===== src/svpd_pkg.sv =====
package svpd_pkg;

  localparam int DUTY_BITS_DEF  = 16;
  localparam int ANGLE_BITS_DEF = 16;

  // sqrt(3) in Q2.30.
  localparam longint SQRT3_Q30 = 64'sd1859775393;

  localparam logic [2:0] SEC_NONE = 3'd0;
  localparam logic [2:0] SEC_1    = 3'd1;
  localparam logic [2:0] SEC_2    = 3'd2;
  localparam logic [2:0] SEC_3    = 3'd3;
  localparam logic [2:0] SEC_4    = 3'd4;
  localparam logic [2:0] SEC_5    = 3'd5;
  localparam logic [2:0] SEC_6    = 3'd6;

  // Status of the queue between the front and the back.
  typedef struct packed {
    logic full;
    logic empty;
  } q_stat_t;

  // Rounded sqrt(3) with ab fraction bits.
  function automatic longint sqrt3_k(input int ab);
    longint r;
    r = (SQRT3_Q30 + (longint'(1) << (29 - ab))) >>> (30 - ab);
    return r;
  endfunction

endpackage


===== src/svpd_front.sv =====
module svpd_front #(
  parameter int ANGLE_BITS = 16,
  parameter int TW = ANGLE_BITS + 22,
  parameter int FW = 3 * TW + 19
) (
  input  logic               clk,
  input  logic               rst_n,
  input  logic               in_valid,
  output logic               in_stall,
  input  logic signed [15:0] in_alpha,
  input  logic signed [15:0] in_beta,
  input  logic        [15:0] in_bus,
  input  svpd_pkg::q_stat_t  q_stat,
  output logic               push,
  output logic [FW-1:0]      push_data
);
  import svpd_pkg::*;

  localparam logic signed [ANGLE_BITS+2:0] KS = (ANGLE_BITS + 3)'(sqrt3_k(ANGLE_BITS));

  logic en;
  logic v1_r, v2_r, v3_r;

  // Stage 1: products.
  logic signed [15:0]   a1_r, b1_r;
  logic        [15:0]   bus1_r;
  logic signed [TW-1:0] kb1_r;
  logic signed [33:0]   aa1_r, bb1_r;
  logic signed [TW-1:0] kb_c;
  logic signed [33:0]   aa_c, bb_c;

  assign kb_c = TW'(KS) * TW'(in_beta);
  assign aa_c = 34'(in_alpha) * 34'(in_alpha);
  assign bb_c = 34'(in_beta) * 34'(in_beta);

  // Stage 2: sector and the x, y, z terms.
  logic        [2:0]    sec2_r;
  logic signed [TW-1:0] x2_r, y2_r, z2_r, n2_r;
  logic        [15:0]   bus2_r;
  logic        [2:0]    sec_c;
  logic                 steep, upper;
  logic signed [33:0]   aa3;
  logic signed [TW-1:0] ax, a3s, n_c;

  assign aa3   = aa1_r + (aa1_r <<< 1);
  assign steep = bb1_r > aa3;
  assign upper = (b1_r > 0) || (b1_r == 0 && a1_r > 0);
  assign ax    = TW'(a1_r);
  assign a3s   = (ax + (ax <<< 1)) <<< ANGLE_BITS;
  assign n_c   = $signed({{(TW - ANGLE_BITS - 17){1'b0}}, bus1_r, {(ANGLE_BITS + 1){1'b0}}});

  always_comb begin
    if (bus1_r == 16'd0) begin
      sec_c = SEC_NONE;
    end else if (a1_r == 16'sd0) begin
      sec_c = SEC_2;
    end else if (upper) begin
      sec_c = steep ? SEC_2 : ((a1_r > 0) ? SEC_1 : SEC_3);
    end else begin
      sec_c = steep ? SEC_5 : ((a1_r < 0) ? SEC_4 : SEC_6);
    end
  end

  // Stage 3: active times and the doubled phase times.
  logic        [2:0]    sec3_r;
  logic        [15:0]   bus3_r;
  logic signed [TW-1:0] ta3_r, tb3_r, tc3_r;
  logic signed [TW-1:0] t1, t2, p, m, u, w;
  logic signed [TW-1:0] ta_c, tb_c, tc_c;

  always_comb begin
    unique case (sec2_r)
      SEC_1:   begin t1 = -z2_r; t2 = x2_r;  end
      SEC_2:   begin t1 = y2_r;  t2 = z2_r;  end
      SEC_3:   begin t1 = x2_r;  t2 = -y2_r; end
      SEC_4:   begin t1 = z2_r;  t2 = -x2_r; end
      SEC_5:   begin t1 = -y2_r; t2 = -z2_r; end
      default: begin t1 = -x2_r; t2 = y2_r;  end
    endcase
    p = n2_r + t1 + t2;
    m = n2_r - t1 - t2;
    u = n2_r + t1 - t2;
    w = n2_r - t1 + t2;
    unique case (sec2_r)
      SEC_1:   begin ta_c = p; tb_c = w; tc_c = m; end
      SEC_2:   begin ta_c = u; tb_c = p; tc_c = m; end
      SEC_3:   begin ta_c = m; tb_c = p; tc_c = w; end
      SEC_4:   begin ta_c = m; tb_c = u; tc_c = p; end
      SEC_5:   begin ta_c = w; tb_c = m; tc_c = p; end
      default: begin ta_c = p; tb_c = m; tc_c = u; end
    endcase
  end

  assign en        = !(v3_r && q_stat.full);
  assign in_stall  = !en;
  assign push      = v3_r && !q_stat.full;
  assign push_data = {sec3_r, bus3_r, ta3_r, tb3_r, tc3_r};

  always_ff @(posedge clk) begin
    if (!rst_n) begin
      v1_r <= 1'b0;
      v2_r <= 1'b0;
      v3_r <= 1'b0;
    end else if (en) begin
      v1_r <= in_valid;
      v2_r <= v1_r;
      v3_r <= v2_r;
    end
  end

  always_ff @(posedge clk) begin
    if (en) begin
      a1_r   <= in_alpha;
      b1_r   <= in_beta;
      bus1_r <= in_bus;
      kb1_r  <= kb_c;
      aa1_r  <= aa_c;
      bb1_r  <= bb_c;
      sec2_r <= sec_c;
      bus2_r <= bus1_r;
      n2_r   <= n_c;
      x2_r   <= kb1_r <<< 1;
      y2_r   <= a3s + kb1_r;
      z2_r   <= kb1_r - a3s;
      sec3_r <= sec2_r;
      bus3_r <= bus2_r;
      ta3_r  <= ta_c;
      tb3_r  <= tb_c;
      tc3_r  <= tc_c;
    end
  end

endmodule


===== config.mk =====
export PLATFORM = sky130hd
export DESIGN_NAME = svpd_front
export DESIGN_NICKNAME = d
export VERILOG_FILES = /design/src/svpd_pkg.sv /design/src/svpd_front.sv
export SDC_FILE = /design/constraint.sdc
export NUM_CORES = 2
export LEC_CHECK = 0
export BUFFER_PORTS_ARGS = -buffer_cell sky130_fd_sc_hd__buf_2
export CORE_MARGIN = 4
export CORE_UTILIZATION = 40
export DETAILED_ROUTE_END_ITERATION = 10
export SETUP_SLACK_MARGIN = 0.3
export SYNTH_ARGS = -nofsm -noshare
export SYNTH_HDL_FRONTEND = slang
export SYNTH_SLANG_ARGS = --single-unit

===== constraint.sdc =====
create_clock -name clk -period 15.9 [get_ports clk]
set_clock_uncertainty 0.15 [all_clocks]
set_input_delay 2.385 -clock clk [delete_from_list [all_inputs] [get_ports clk]]
set_output_delay 2.385 -clock clk [all_outputs]
set_load 0.05 [all_outputs]

==> After elaboration in Yosys (flattened, before gate mapping) <==
Index checks and enable logic that the tools add are counted.
{ "op_classes": {"add_sub_neg": 13, "multipliers": 3, "order_cmp": 4, "n_eq_ne": 5, "mux": 11, "reduce_logical": 13} }
{ "op_table": {"columns": ["op", "n"], "rows": [
  ["case mux 38 bit (5 select lines)", 2],
  ["case mux 38 bit (3 select lines)", 3],
  ["negator 38 bit", 3],
  ["adder 34 x 38 -> 38 bit", 2],
  ["adder 38 bit", 2],
  ["subtractor 38 bit", 2],
  ["multiplier 16 x 16 -> 32 bit", 2],
  ["subtractor 34 x 38 -> 38 bit", 1],
  ["subtractor 38 x 34 -> 38 bit", 1],
  ["adder 34 bit", 1],
  ["> comparator 34 bit", 1],
  ["> comparator 16 x 1 -> 1 bit, second input constant", 2],
  ["logical NOT 16 bit", 2],
  ["logical NOT 32 bit", 1],
  ["multiplier 15 x 16 -> 31 bit, first input constant", 1],
  ["adder 16 x 17 -> 18 bit", 1],
  ["less-than comparator 16 x 1 -> 1 bit, second input constant", 1],
  ["two-way mux 2 bit", 5],
  ["OR reduction 2 bit", 5],
  ["equality test 3 x 2 -> 1 bit, second input constant", 2],
  ["equality test 3 bit, second input constant", 2],
  ["equality test 3 x 1 -> 1 bit, second input constant", 1],
  ["logical AND 1 bit", 3],
  ["two-way mux 3 bit", 1],
  ["2 further kinds", 2]
]} }
{ "totals": {"ff_bits": 416, "output_inout_bits": 135, "wordCells": 69} }

==> Longest topological paths before layout <==
{ "logic_depth": {"depth_word": 5, "depth_mapped": 40} }

==> Worst setup path after synthesis <==
No wires, ideal clock.
{ "synth_timing": {"path_type": "input-to-output", "from": "input port q_stat[1] (netlist name)", "to": "output port in_stall", "arrival_ns": 12.654, "required_ns": 13.365, "setup_slack_ns": 0.711, "path_stages": 2, "n_path_buf": 0, "path_cell_list": "nand2_1 inv_1"} }
{ "synth_between": {"elab_chain_len": 1} }
{ "synth_rtl": {"columns": ["element", "line_no", "text"], "rows": [
  ["start, declared", "svpd_front.sv:13", "input svpd_pkg::q_stat_t q_stat,"],
  ["logical AND 1 bit", "svpd_front.sv:94", "assign en = !(v3_r && q_stat.full);"],
  ["end, declared", "svpd_front.sv:9", "output logic in_stall,"]
]} }
No other way between the ends.

==> Final worst setup path <==
{ "layout_timing": {"from": "input port in_beta[4]", "to": "register bb1_r[29] (data pin)"} }
{ "layout_between": {"elab_chain_len": 1} }
{ "layout_rtl": {"columns": ["element", "line_no", "text"], "rows": [
  ["start, declared", "svpd_front.sv:11", "input logic signed [15:0] in_beta,"],
  ["multiplier 16 x 16 -> 32 bit", "svpd_front.sv:34", "assign bb_c = 34'(in_beta) * 34'(in_beta);"],
  ["net bb_c[29]", "svpd_front.sv:30", "logic signed [33:0] aa_c, bb_c;"],
  ["end signal, assigned", "svpd_front.sv:118", "bb1_r <= bb_c;"],
  ["end, declared", "svpd_front.sv:28", "logic signed [33:0] aa1_r, bb1_r;"]
]} }
The timed path passes the listed nets, and every way through them passes these cells.
A chain may end at the register's enable or synchronous reset.

==> flow_summary.toml <==
[run_status]
status = "finished, final reports clean"

[synth]
yosys.area.top_type = "fa_1"
ys_seq_elements = 357
synth_cell_types = 110
synthArstFlopShare_pct = 0
yosysWarningCount = 0
avgSynthCellArea_sq_um = 9.14
yosysTopAreaCellShare_pct = 22.3
synth_most_common_cell = "inv_1"
synth_area_leaders = "fa_1 (22%), edfxtp_1 (20%), ha_1 (13%)"
synth-edff-count = 354
syn_area_sq_mm = 0.0544
ys_seq_area_share_pct = 19.7
synth_common_cells = "inv_1 (987), fa_1 (606), ha_1 (569), nor2_1 (473), a21oi_1 (439)"
synth_ff_type = "edfxtp_1"
synth_cells = 5952

[timing]
hold_viol = 0
worst_slew_pin_slew_ns = 1.14
maxSlewViolCount = 0
final.setup.tns_ns = 0
finalCritPeriodShare_pct = 60.1
finalSetupViolations = 0
fin_crit_ns = 9.56
rsz0062_at_grt = "false"
slew_headroom_pct = 24.0
worst_hold_slack_ns = 0.262
fmax_ghz = 0.105

[global_route]
grtUsageMet2_pct = 35.2
antenna_found_initial = 6
grt_pass1_wl_um = 233000
grt-ovfl-total = 0
busiest_layer = "met2"
use_met1_pct = 27.0
grt_pass1_vias = 42200
grt_usage_pct = 20.6
grt_max_degree = 157
grtUsageMet3_pct = 2.41

[min_path]
whs_endpoint = "x2_r[16]"
worstHoldStart = "kb1_r[15]"
hold_path_class = "reg2reg"
holdPathStages = 0

[routing]
viasPerCell = 5.36
totalWireLength_um = 146000
postRouteAntennaNets = 0
wl_per_cell_um = 18.7
first_pass_iters = 6
drtIter0Drc = 3142
drc = 0
vias = 41700

[worst_setup_path]
r2r-end = "tc3_r[36]"
rr_worst_depth = 35
critPathCaptureType = "flip-flop"
reg2reg_from = "x2_r[4]"
worstPathMaxFanout = 16
crit_type = "in2reg"
worstPathArrival_ns = 9.76
critPathLaunchType = "primary input"
path_common_cell = "fa_1"
rrSetupSlack_ns = 6.82
critPathMaxStageDelay_ns = 0.55
cp_slowest_cell = "fa_1"
worstPathRequired_ns = 16.11

[floorplan]
io_pins = 188
dieArea_sq_mm = 0.142
core_sq_mm = 0.135
die_w_um = 377
start_util_pct = 40.2
rows = 135
die_y_um = 377

[clocking]
cts.htree.levels = 2
postCtsSetupBuffers = 0
cts.clk_slew.worst_paths_ns = 0.07
cts_sinks = 357
root_buffer = "clkbuf_16"
clkLatencyLatePin_ns = 0.62
cts_tree = "done"
cts_buffers = 44
cts_resized = 0
cts_buffer_depth = 3
holdBufCountCts = 0

[finish]
drive_gt1_share_pct = 6.56
area_growth_pct = 7.37
layout.nets = 7203
nFillCells = 13300

[placed_design]
place_congestion = 0.945
post-dp-hpwl_um = 116000
port-buffer-count = 177

[flow_run]
maxCapViolCount = 0
## critical path, delay by kind of cell
family,cells,cell delay (ns)
adder cells (fa/ha/maj),7,3.13
XOR/XNOR,1,0.12
AND/OR/NAND/NOR,4,0.93
buffers and inverters,6,0.97
AO/OA/AOI/OAI,7,2.19
## layer usage
metal	up-vias	wire, um
met2	1111	70300
met4	8	5830
met1	20400	62900
li1	20000	-
met3	248	6920
met5	-	57
## stage by stage
stage | setup slack [ns] | cell area, sq um | instances | util [%]
after global routing | 6.01 | 58400 | 7788 | 43.1
after detailed placement | 5.73 | 56900 | 7710 | 42.1
after CTS | 6.37 | 58400 | 7787 | 43.1
after global placement | 5.77 | 56900 | 7710 | 42.1
final | 6.34 | 58400 | 7792 | 43.2
after floorplan | 0.711 | 54400 | 5960 | -
## layout make-up
cell class                      count  area [sq um]  share of cell area, %
Timing Repair Buffer              219          1250                   2.14
Clock inverter                     26           300                  0.514
Sequential cell                   357         10700                   18.3
Inverter                          991          3720                   6.38
Multi-Input combinational cell   4362         39000                   66.9
Clock buffer                       51          1150                   1.97
Antenna cell                        5          12.5                 0.0214
Tap cell                         1781          2230                   3.82
## kinds of logic after synthesis
logic type	share of synthesized area [%]
simple gates	11.8
compound gates	15.6
buf+inv	8.68
fa+ha+maj	35.4
xor+xnor	6.93
flops	19.7
mux	1.89
other cells	0.00690
## registers in the layout, indices dropped and copies added (netlist names), 21 cells and up
register	cells
tc3_r	35
kb1_r	29
aa1_r	30
z2_r	21
bb1_r	30
ta3_r	35
tb3_r	35
y2_r	22
x2_r	31
## cells in the final DEF, fill, tap and decap left out, types with 15 or more instances in the layout
master and instances:
a31oi_1 34, inv_1 984, or2_2 23, o21ai_0 223, buf_4 38, ha_1 569
nor2b_1 41, mux2i_1 53, edfxtp_1 354, o21a_1 51, xor2_1 98, clkbuf_16 45
or3_1 37, nand4_1 25, a21o_1 95, nand2_1 344, and3_1 17, and2_1 107
buf_2 177, mux4_2 15, nor4_1 33, nand3_1 63, o211ai_1 27, o22ai_1 34
o31ai_1 26, xnor2_1 327, fa_1 606, nor3_1 90, nand2b_1 55, o21bai_1 89
a211oi_1 45, o22a_1 18, a21oi_1 438, a22oi_1 27, nor2_1 471
## how the worst max path moves through the flow
stage | to | start | slack, ns | cells after the start
floorplan | in_stall | q_stat[1] | 0.71 | 2
global placement | bb1_r[29] | in_beta[4] | 5.77 | 25
detailed placement | bb1_r[29] | in_beta[4] | 5.73 | 25
CTS | bb1_r[29] | in_beta[4] | 6.37 | 25
global route | bb1_r[29] | in_beta[5] | 6.01 | 24
finish | bb1_r[29] | in_beta[4] | 6.34 | 25
Power is not shown: default switching activity piles up to over one toggle a cycle in this logic, so the estimate is an artifact.
