## config.mk

```make
export PLATFORM = sky130hd
export DESIGN_NAME = svpd_fifo
export DESIGN_NICKNAME = d
export VERILOG_FILES = /design/src/svpd_pkg.sv /design/src/svpd_fifo.sv
export SDC_FILE = /design/constraint.sdc
export NUM_CORES = 1
export LEC_CHECK = 0
export ABC_AREA = 1
export BUFFER_PORTS_ARGS = -buffer_cell sky130_fd_sc_hd__buf_2
export CAP_MARGIN = 20
export CORE_MARGIN = 2
export CORE_UTILIZATION = 55
export CTS_BUF_LIST = sky130_fd_sc_hd__clkbuf_4 sky130_fd_sc_hd__clkbuf_8
export CTS_CLUSTER_DIAMETER = 120
export CTS_CLUSTER_SIZE = 20
export DETAILED_ROUTE_END_ITERATION = 12
export PLACE_DENSITY = 0.86
export SLEW_MARGIN = 25
export SYNTH_ARGS = -nofsm -noshare
export SYNTH_HDL_FRONTEND = slang
export SYNTH_SLANG_ARGS = --single-unit
```

## constraint.sdc

```tcl
create_clock -name clk -period 3.2 [get_ports clk]
set_input_delay 0.16 -clock clk [delete_from_list [all_inputs] [get_ports clk]]
set_output_delay 0.16 -clock clk [all_outputs]
set_load 0.02 [all_outputs]
```

## src/svpd_pkg.sv

```systemverilog
package svpd_pkg;

  localparam int DUTY_BITS_DEF  = 16;
  localparam int ANGLE_BITS_DEF = 16;

  // sqrt(3) in Q2.30.
  localparam longint SQRT3_Q30 = 64'sd1859775393;

  localparam logic [2:0] SEC_NONE = 3'd0;
  localparam logic [2:0] SEC_1    = 3'd1;
  localparam logic [2:0] SEC_2    = 3'd2;
  localparam logic [2:0] SEC_3    = 3'd3;
  localparam logic [2:0] SEC_4    = 3'd4;
  localparam logic [2:0] SEC_5    = 3'd5;
  localparam logic [2:0] SEC_6    = 3'd6;

  // Status of the queue between the front and the back.
  typedef struct packed {
    logic full;
    logic empty;
  } q_stat_t;

  // Rounded sqrt(3) with ab fraction bits.
  function automatic longint sqrt3_k(input int ab);
    longint r;
    r = (SQRT3_Q30 + (longint'(1) << (29 - ab))) >>> (30 - ab);
    return r;
  endfunction

endpackage

```

## src/svpd_fifo.sv

```systemverilog
module svpd_fifo #(
  parameter int FW = 8
) (
  input  logic              clk,
  input  logic              rst_n,
  input  logic              push,
  input  logic [FW-1:0]     push_data,
  input  logic              pop,
  output logic [FW-1:0]     pop_data,
  output svpd_pkg::q_stat_t q_stat
);
  import svpd_pkg::*;

  localparam int DEPTH = 4;
  localparam int AW = $clog2(DEPTH);

  logic [FW-1:0] mem [DEPTH];
  logic [AW-1:0] wr_ptr_r, rd_ptr_r;
  logic [AW:0]   cnt_r;
  logic          do_pop;

  assign q_stat.full  = (cnt_r == (AW + 1)'(DEPTH));
  assign q_stat.empty = (cnt_r == '0);
  assign do_pop       = pop && !q_stat.empty;
  assign pop_data     = mem[rd_ptr_r];

  always_ff @(posedge clk) begin
    if (!rst_n) begin
      wr_ptr_r <= '0;
      rd_ptr_r <= '0;
      cnt_r    <= '0;
    end else begin
      if (push) wr_ptr_r <= wr_ptr_r + 1'b1;
      if (do_pop) rd_ptr_r <= rd_ptr_r + 1'b1;
      cnt_r <= cnt_r + (AW + 1)'(push) - (AW + 1)'(do_pop);
    end
  end

  always_ff @(posedge clk) begin
    if (push) mem[wr_ptr_r] <= push_data;
  end

endmodule

```

==> After elaboration in Yosys (flattened, before gate mapping) <==
Memory sizes are Yosys's and may differ from the RTL's. A register that Yosys moved wholly into a read port is not among the register bits.
Cells that the tools add are included.
{ "word_totals": {"ff_bits": 7, "mem_bits_rw": 32, "inputBits": 12, "elab_cells": 16, "n_memories": 1} }
{ "memory_table": {"columns": ["memory", "depth", "word_bits", "rd", "rd_clocked_by_memory_dff", "write_ports", "line_no", "text"], "rows": [
  ["mem", 4, 8, 1, 1, 1, "svpd_fifo.sv:17", "logic [FW-1:0] mem [DEPTH];"]
]} }
{ "classes": {"addsub": 4, "eq_ne": 1, "n_mux": 4, "reduce_logical": 3} }
{ "ops": {"columns": ["operator", "n"], "rows": [
  ["adder 2 x 1 -> 2 bit, second input constant", 2],
  ["two-way mux 2 bit", 2],
  ["adder 3 x 1 -> 3 bit", 1],
  ["equality test 3 bit, second input constant", 1],
  ["logical NOT 3 bit", 1],
  ["subtractor 3 x 1 -> 3 bit", 1],
  ["two-way mux 1 bit", 2],
  ["logical AND 1 bit", 1],
  ["logical NOT 1 bit", 1]
]} }

==> Depth between registers and ports, before layout <==
Gate-level depths: netlist of run 1.
{ "depth": {"ltp_word": 5, "depth_mapped": 12} }

==> Least setup slack after synthesis of run 1 <==
Ideal clock, no wire load.
{ "synth_timing": {"path_type": "flip-flop to flip-flop", "startpoint": "reg cnt_r[1]", "endpoint": "reg cnt_r[2]", "setup_time_ns": 0.115, "arrival_ns": 1.807, "slack_ns": 1.278, "path_stages_with_launch": 12, "path_buffers": 0, "path_cell_list": "dfxtp_1 nor2_1 nand2_1 inv_1 nor2_1 ha_1 inv_1 ha_1 inv_1 fa_1 a21oi_1 nor2_1"} }
{ "synth_rtl": {"columns": ["element", "line_no", "text"], "rows": [
  ["start: declaration", "svpd_fifo.sv:19", "logic [AW:0] cnt_r;"],
  ["start signal: assignment", "svpd_fifo.sv:35", "cnt_r <= cnt_r + (AW + 1)'(push) - (AW + 1)'(do_pop);"]
]} }

==> Worst setup path in the final report of run 1 <==
{ "layout_timing": {"startpoint": "reg cnt_r[1]", "endpoint": "reg cnt_r[2]"} }
{ "layout_between": {"elab_chain_len": 4, "word_cells_on_any_way": 5, "classes_between": "2 x add/sub; 3 x reduce/logical"} }
{ "layout_rtl": {"columns": ["element", "line_no", "text"], "rows": [
  ["logical NOT 3 bit", "svpd_fifo.sv:23", "assign q_stat.empty = (cnt_r == '0);"],
  ["logical NOT 1 bit", "svpd_fifo.sv:24", "assign do_pop = pop && !q_stat.empty;"],
  ["logical AND 1 bit", "svpd_fifo.sv:24", null],
  ["via do_pop", "svpd_fifo.sv:20", "logic do_pop;"],
  ["subtractor 3 x 1 -> 3 bit", "svpd_fifo.sv:35", null]
]} }
The timed path passes the listed nets, and every way through them passes these cells.
A chain may end at the register's enable or synchronous reset.

==> run metrics, run 1 <==
CP Data Required Time=3460 ps; critical path class=flop to flop; Post-DRT Antenna Nets=0; fill count=223; r2r worst-path depth=11; fraction of synthesized cell area in xor and xnor cells=0%; Power Density=approximately 730 nW/um^2; worst-margin pin slew=541 ps; hpwl dp=1940 um; WP buf/inv=3; clock skew=8.22 ps; Final setup viols=0; Ports=22; Tot GR Track Use=18.0%; total grt overflow=0; Top delay family on crit path=adder cells; mapped cell area=1650 um^2; Reg power frac=48.8%; max_cap viols=0; Die Wd=58.8 um; Area Growth Syn to Fin=13.4%; CP max stage delay=430 ps; area share of fa/ha/maj cells after synthesis=5.75%; Max stage delay cell, worst path=dfxtp_1; register cell area after layout=~1100 um^2; PortBufs=21; H-tree depth=2; mux contribution to synthesized area=0%; global-route wire length before repair=4470 um; FF+latch count, synth=41; CTS tree=built; sequential share of the synthesized area=between 60% and 70%; fin crit period=approximately 2000 ps; # DRC=0; Core Util, Final=66.8%; CP Cell Sequence=nor2_1, nand2_1, inv_1, nor2_1, ha_1, inv_1, ha_1, inv_1, fa_1, a21oi_1, nor2_1; root buffer cell=clkbuf_4; TritonRoute pass-1 iters=4; maximum fanout along the worst path=5; dominant combinational cell family by area after synthesis=compound AO/OA/AOI/OAI gates; Final period util=between 60% and 70%; setup bufs post-CTS=0; f_max=502 MHz; CTS Buf Count=5; Core Rows=19; cell count after synthesis=approximately 140; die height=58.8 um; synthesized area per cell=around 12 um^2; final WL=2790 um; Starting Density=approximately three fifths; setup TNS=0 ps; Compound-Gate Fraction of Synth Area=10.4%; vias in the first global route=1069; share of layout cells above drive strength 1=20.5%; TritonCTS Sinks=slightly above 40; Worst-path clk slew=110 ps; Cell variety after synth=17; status=finished, final reports clean; Worst Path Arrival=about 2300 ps; final hold violations=0; Initial DRC Count=26; Clk Latency, worst-skew pair=350 ps; switching share of power=32.4%; Lkg Pwr=0.000778 uW; Slew Limit Fails=0; Final #Nets=184; yosys warns=0; combinational power share=a little over a quarter; drt via density=5.38; DR vias=1060; crit end category=flop; Clk pwr share=about a quarter; clock buffer depth=2; Max VDD drop=0.000487 V; Die Footprint=3460 um^2; Core Region=roughly 2800 um^2; syn_nets=156; area share of and/or/nand/nor cells after synthesis=9.31%; Hold Path Class=primary input to flop; P_sw=~440 uW; Rel. slew slack=63.9%; worst hold path cell count=1; RSZ-0062 raised after global routing=no; Internal Power=922 uW; Antenna diodes=0; footprint of the multi-input gates=around 420 um^2; Placer Congestion=0.699; launching element type of the critical path=flop; Avg WL per Cell=14.1 um; WP depth=11; largest net degree at the start of global routing=18; initial antenna violation count=0
## cell usage after synthesis
| library cell | instances | area share [%] |
|---|---|---|
| edfxtp_1 | 32 | 58 |
| nor2_1 | 21 | 4.8 |
| inv_1 | 17 | 3.9 |
| o21ai_0 | 14 | 4.2 |
| nand2_1 | 12 | 2.7 |
| dfxtp_1 | 9 | 11 |
| o22ai_1 | 8 | 3.0 |
| ha_1 | 6 | 4.5 |
| a21oi_1 | 5 | 1.5 |
| buf_6 | 2 | 1.4 |
| nand3_1 | 2 | 0.61 |
| nor2_2 | 2 | 0.76 |
| o21ai_1 | 2 | 0.61 |
| o21ai_2 | 2 | 1.1 |
| fa_1 | 1 | 1.2 |
| inv_2 | 1 | 0.23 |
| nor3b_1 | 1 | 0.45 |
## power by group through the flow
stage               Clock [uW]  Sequential [uW]  Combinational [uW]
finish                     329              666                 369
CTS                        337              667                 371
floorplan                    0              659                 285
global route               358              676                 411
detailed placement           0              680                 369
global placement             0              674                 344
## logic make-up after synthesis
kind of cell,after synthesis
DFF,41
AOI/OAI and AO/OA,31
and+or+nand+nor,38
adders and majority gates,7
buffers and inverters,20
## cells in the final DEF (no fill, tap or decap)
master	Yosys	final
inv_2	1	1
fa_1	1	1
edfxtp_1	32	32
nor2_2	2	2
o21ai_2	2	2
inv_1	17	17
o22ai_1	8	8
dfxtp_1	9	9
bufinv_16	0	1
ha_1	6	6
nand2_1	12	12
a21oi_1	5	5
nand3_1	2	2
o21ai_0	14	14
o21ai_1	2	2
clkinv_2	0	1
nor2_1	21	21
dlygate4sd3_1	0	2
clkbuf_4	0	6
buf_2	0	21
nor3b_1	1	1
## routing by layer
| layer | wire length [um] | up-vias | GRT usage [%] |
|---|---|---|---|
| li1 | - | 530 | - |
| met1 | 1120 | 487 | 18.7 |
| met2 | 1450 | 37 | 32.7 |
| met3 | 168 | 6 | 5.93 |
| met4 | 51 | 0 | 7.79 |
| met5 | 0 | - | 0 |
## worst paths after layout
path | startpoint | slack, ps | end
max | cnt_r[1] | 1210 | cnt_r[2]
min | push_data[0] | 20 | mem[3][0]
max reg2reg | cnt_r[1] | 1210 | cnt_r[2]
min reg2reg | rd_ptr_r[0] | 500 | flop
## through the flow
step	std cells	power (uW)	cell area (um^2)	hold WS, ps	setup WS, ps
6_report	197	1370	1870	16.5	1210
5_1_grt	197	1440	1870	5.61	1040
4_1_cts	195	1370	1850	1.57	1200
3_5_place_dp	187	1050	1770	377	1230
3_3_place_gp	187	1020	1770	368	1380
2_1_floorplan	137	945	1650	258	1280
## worst register-to-register path, cell delays in order (launching register included)
cell and delay, ps:
dfxtp_1 430, nor2_1 90, nand2_1 140, inv_1 80
nor2_1 110, ha_1 240, inv_1 60, ha_1 130
inv_1 50, fa_1 380, a21oi_1 140, nor2_1 60
## area by class of cell
cell class,instances,area share [%]
inverter,18,3.60
timing repair buffer,23,6.68
tap,31,2.07
sequential,41,60.9
clock buffer,6,2.40
clock inverter,2,1.87
multi-input combinational,76,22.5
## timing repair
item	in CTS	in global routing
endpoints found under the setup margin	0	0
resized for setup	0	0
hold buffers	0	2
endpoints found under the hold margin	0	6
## sequential cells by signal, indices dropped and copies added, names as in the netlist, named ones only
register  cells
cnt_r         3
mem          32
rd_ptr_r      2
wr_ptr_r      2
No activity file was read; power rests on OpenSTA's default activity.
==> run 2, diff against run 1 <==
Settings changed: CORE_UTILIZATION 55 to 53.
Clock period 3.2 ns to 1.81 ns, I/O delays scaled along.
==> run 2 against run 1 <==
- the run now ends with negative setup slack left
- first-iteration DRC count increased to 2.8 times the previous value
- clock power is 78% higher
- via count up 7.0%
- critical path depth shrank 1
- sequential power rose by 77%
- non-clock buffer count up 11
- worst setup slack worse by 1300 ps
- die area up 3.5%
- largest power group unchanged
- highest routed layer unchanged
==> run metrics, run 2 (synthesis results as in run 1) <==
final worst slack=-82.3 ps (was 1210 ps); global-route wire length before repair=4770 um (was 4470 um); PortBufs=21 (unchanged); Finished Layout Cells=210 (was 197); Placer Congestion=0.757 (was 0.699); Final #Nets=195 (was 184); vias in the first global route=1158 (was 1069); f_max=528 MHz (was 502 MHz); Core Region=3000 um^2 (was 2810 um^2); share of layout cells above drive strength 1=28.8% (was 20.5%); fin crit period=1890 ps (was 1990 ps); hpwl dp=2050 um (was 1940 um); Die Wd=59.8 um (was 58.8 um); Worst-path clk slew=100 ps (was 110 ps); most frequent cells in the layout=edfxtp_1, buf_2, nor2_1 (was edfxtp_1, nor2_1, buf_2); Core Rows=20 (was 19); status=complete, but fails checks (was finished, final reports clean); placed cell count=191 (was 187); launching element type of the critical path=flop (unchanged); CTS tree=built (unchanged); Avg WL per Cell=15.1 um (was 14.1 um); failing checks=negative setup slack; root buffer cell=clkbuf_4 (unchanged); placed cell areas=1800 um^2 (was 1770 um^2); clock skew=19.0 ps (was 8.22 ps); max_cap viols=0 (unchanged); worst-margin pin slew=371 ps (was 541 ps); CTS Buf Count=5 (unchanged); design area=2010 um^2 (was 1870 um^2); crit end category=flop (unchanged); Reg with most FFs=mem (unchanged); clock buffer depth=2 (unchanged); DR vias=1134 (was 1060); drt via density=5.40 (was 5.38); commonest non-fill, non-tap cell in the layout=edfxtp_1 (unchanged); initial antenna violation count=0 (unchanged); total grt overflow=0 (unchanged); Final setup viols=2 (was 0); Slew Limit Fails=0 (unchanged); Worst Path Arrival=2140 ps (was 2250 ps); number of flip-flops in the largest register=32 (unchanged); Initial DRC Count=72 (was 26); H-tree depth=2 (unchanged); Post-DRT Antenna Nets=0 (unchanged); Die Footprint=3580 um^2 (was 3460 um^2); Rel. slew slack=75.2% (was 63.9%); # DRC=0 (unchanged); Antenna diodes=0 (unchanged); biggest regs=mem x32, cnt_r x3 (unchanged); Tot GR Track Use=19.1% (was 18.0%); critical path class=flop to flop (unchanged); final hold violations=0 (unchanged); CP Data Required Time=2060 ps (was 3460 ps); die height=59.8 um (was 58.8 um); Power Density=1320 nW/um^2 (was 728 nW/um^2); final WL=3160 um (was 2790 um); fill count=219 (was 223); TritonRoute pass-1 iters=4 (unchanged); Ports=22 (unchanged); Starting Density=55.0% (was 58.9%); Max VDD drop=0.00107 V (was 0.000487 V); Final period util=105% (was 62.3%); maximum fanout along the worst path=3 (was 5); Clk Latency, worst-skew pair=360 ps (was 350 ps); setup TNS=-96.2 ps (was 0 ps); final hold slack=19.3 ps (was 16.5 ps); Pwr Total=2650 uW (was 1370 uW); Lkg Pwr=0.000825 uW (was 0.000778 uW); RSZ-0062 raised after global routing=yes (was no); Hold Path Class=primary input to flop (unchanged); largest net degree at the start of global routing=17 (was 18); Area Growth Syn to Fin=21.7% (was 13.4%); TritonCTS Sinks=41 (unchanged)
-- run 2: changes by cell type in the layout (fill, tap and decap cells not counted), moves of 2 or more --
| cell | before | now |
|---|---|---|
| dlygate4sd3_1 | 2 | 8 |
| buf_4 | 0 | 5 |
| dfxtp_1 | 9 | 6 |
| nor2_1 | 21 | 18 |
| dfxtp_4 | 0 | 2 |
| inv_1 | 17 | 15 |
| inv_2 | 1 | 3 |
| nor2_2 | 2 | 4 |
-- run 2: through the flow --
step / utilization, % / worst slack (ps)
global route: 67.0 / -149
floorplan: - / 7.29
detailed placement: 60.0 / -3.78
finish: 67.0 / -82.3
CTS: 65.9 / 6.28
global placement: 60.0 / 96.9
-- run 2: critical path, stage by stage (launching register included) --
cell and delay, ps:
dfxtp_4 370, nor2_4 120, nand2_2 80, inv_2 60, nor2_2 40, ha_1 270
inv_1 60, ha_2 170, inv_2 40, fa_2 540, nor2_2 50
-- run 2: worst paths after layout --
kind	startpoint	endpoint	slack, ps	depth (start not counted)
min	rst_n	cnt_r[2]	20	3
max reg2reg	cnt_r[2]	cnt_r[1]	-80	10
max	cnt_r[2]	cnt_r[1]	-80	10
min reg2reg	rd_ptr_r[0]	flop	510	2
-- run 2: metal layers --
layer | GRT usage, % | share of wire (%) | vias up
li1 | - | - | 551
met1 | 19.8 | 40 | 546
met2 | 34.2 | 53 | 29
met3 | 4.76 | 4.3 | 8
met4 | 11.4 | 2.7 | 0
met5 | 0 | 0 | -
-- run 2: timing repair --
item | 4_1_cts | 5_1_grt
setup buffers | 1 | 2
gates resized for setup | 4 | 7
hold buffers | 8 | 0
pin swaps | 0 | 2
hold endpoints to repair | 32 | 0
setup endpoints to repair | 1 | 4
-- run 2: layout make-up --
class                      count  area (um^2)  share of cell area [%]
clock inverter                 2         33.8                    1.68
tap                           33         41.3                    2.05
sequential                    41         1150                    57.2
clock buffer                   6         45.0                    2.24
inverter                      18         67.6                    3.36
timing repair buffer          34          223                    11.1
multi-input combinational     76          450                    22.4
-- run 2: where the power goes --
group	internal [uW]	switching, uW	leakage (uW)	total, uW
registers	1110	70.0	0.000370	1180
logic	350	532	0.000412	882
clock network	303	284	0.0000433	587
total	1760	886	0.000825	2650
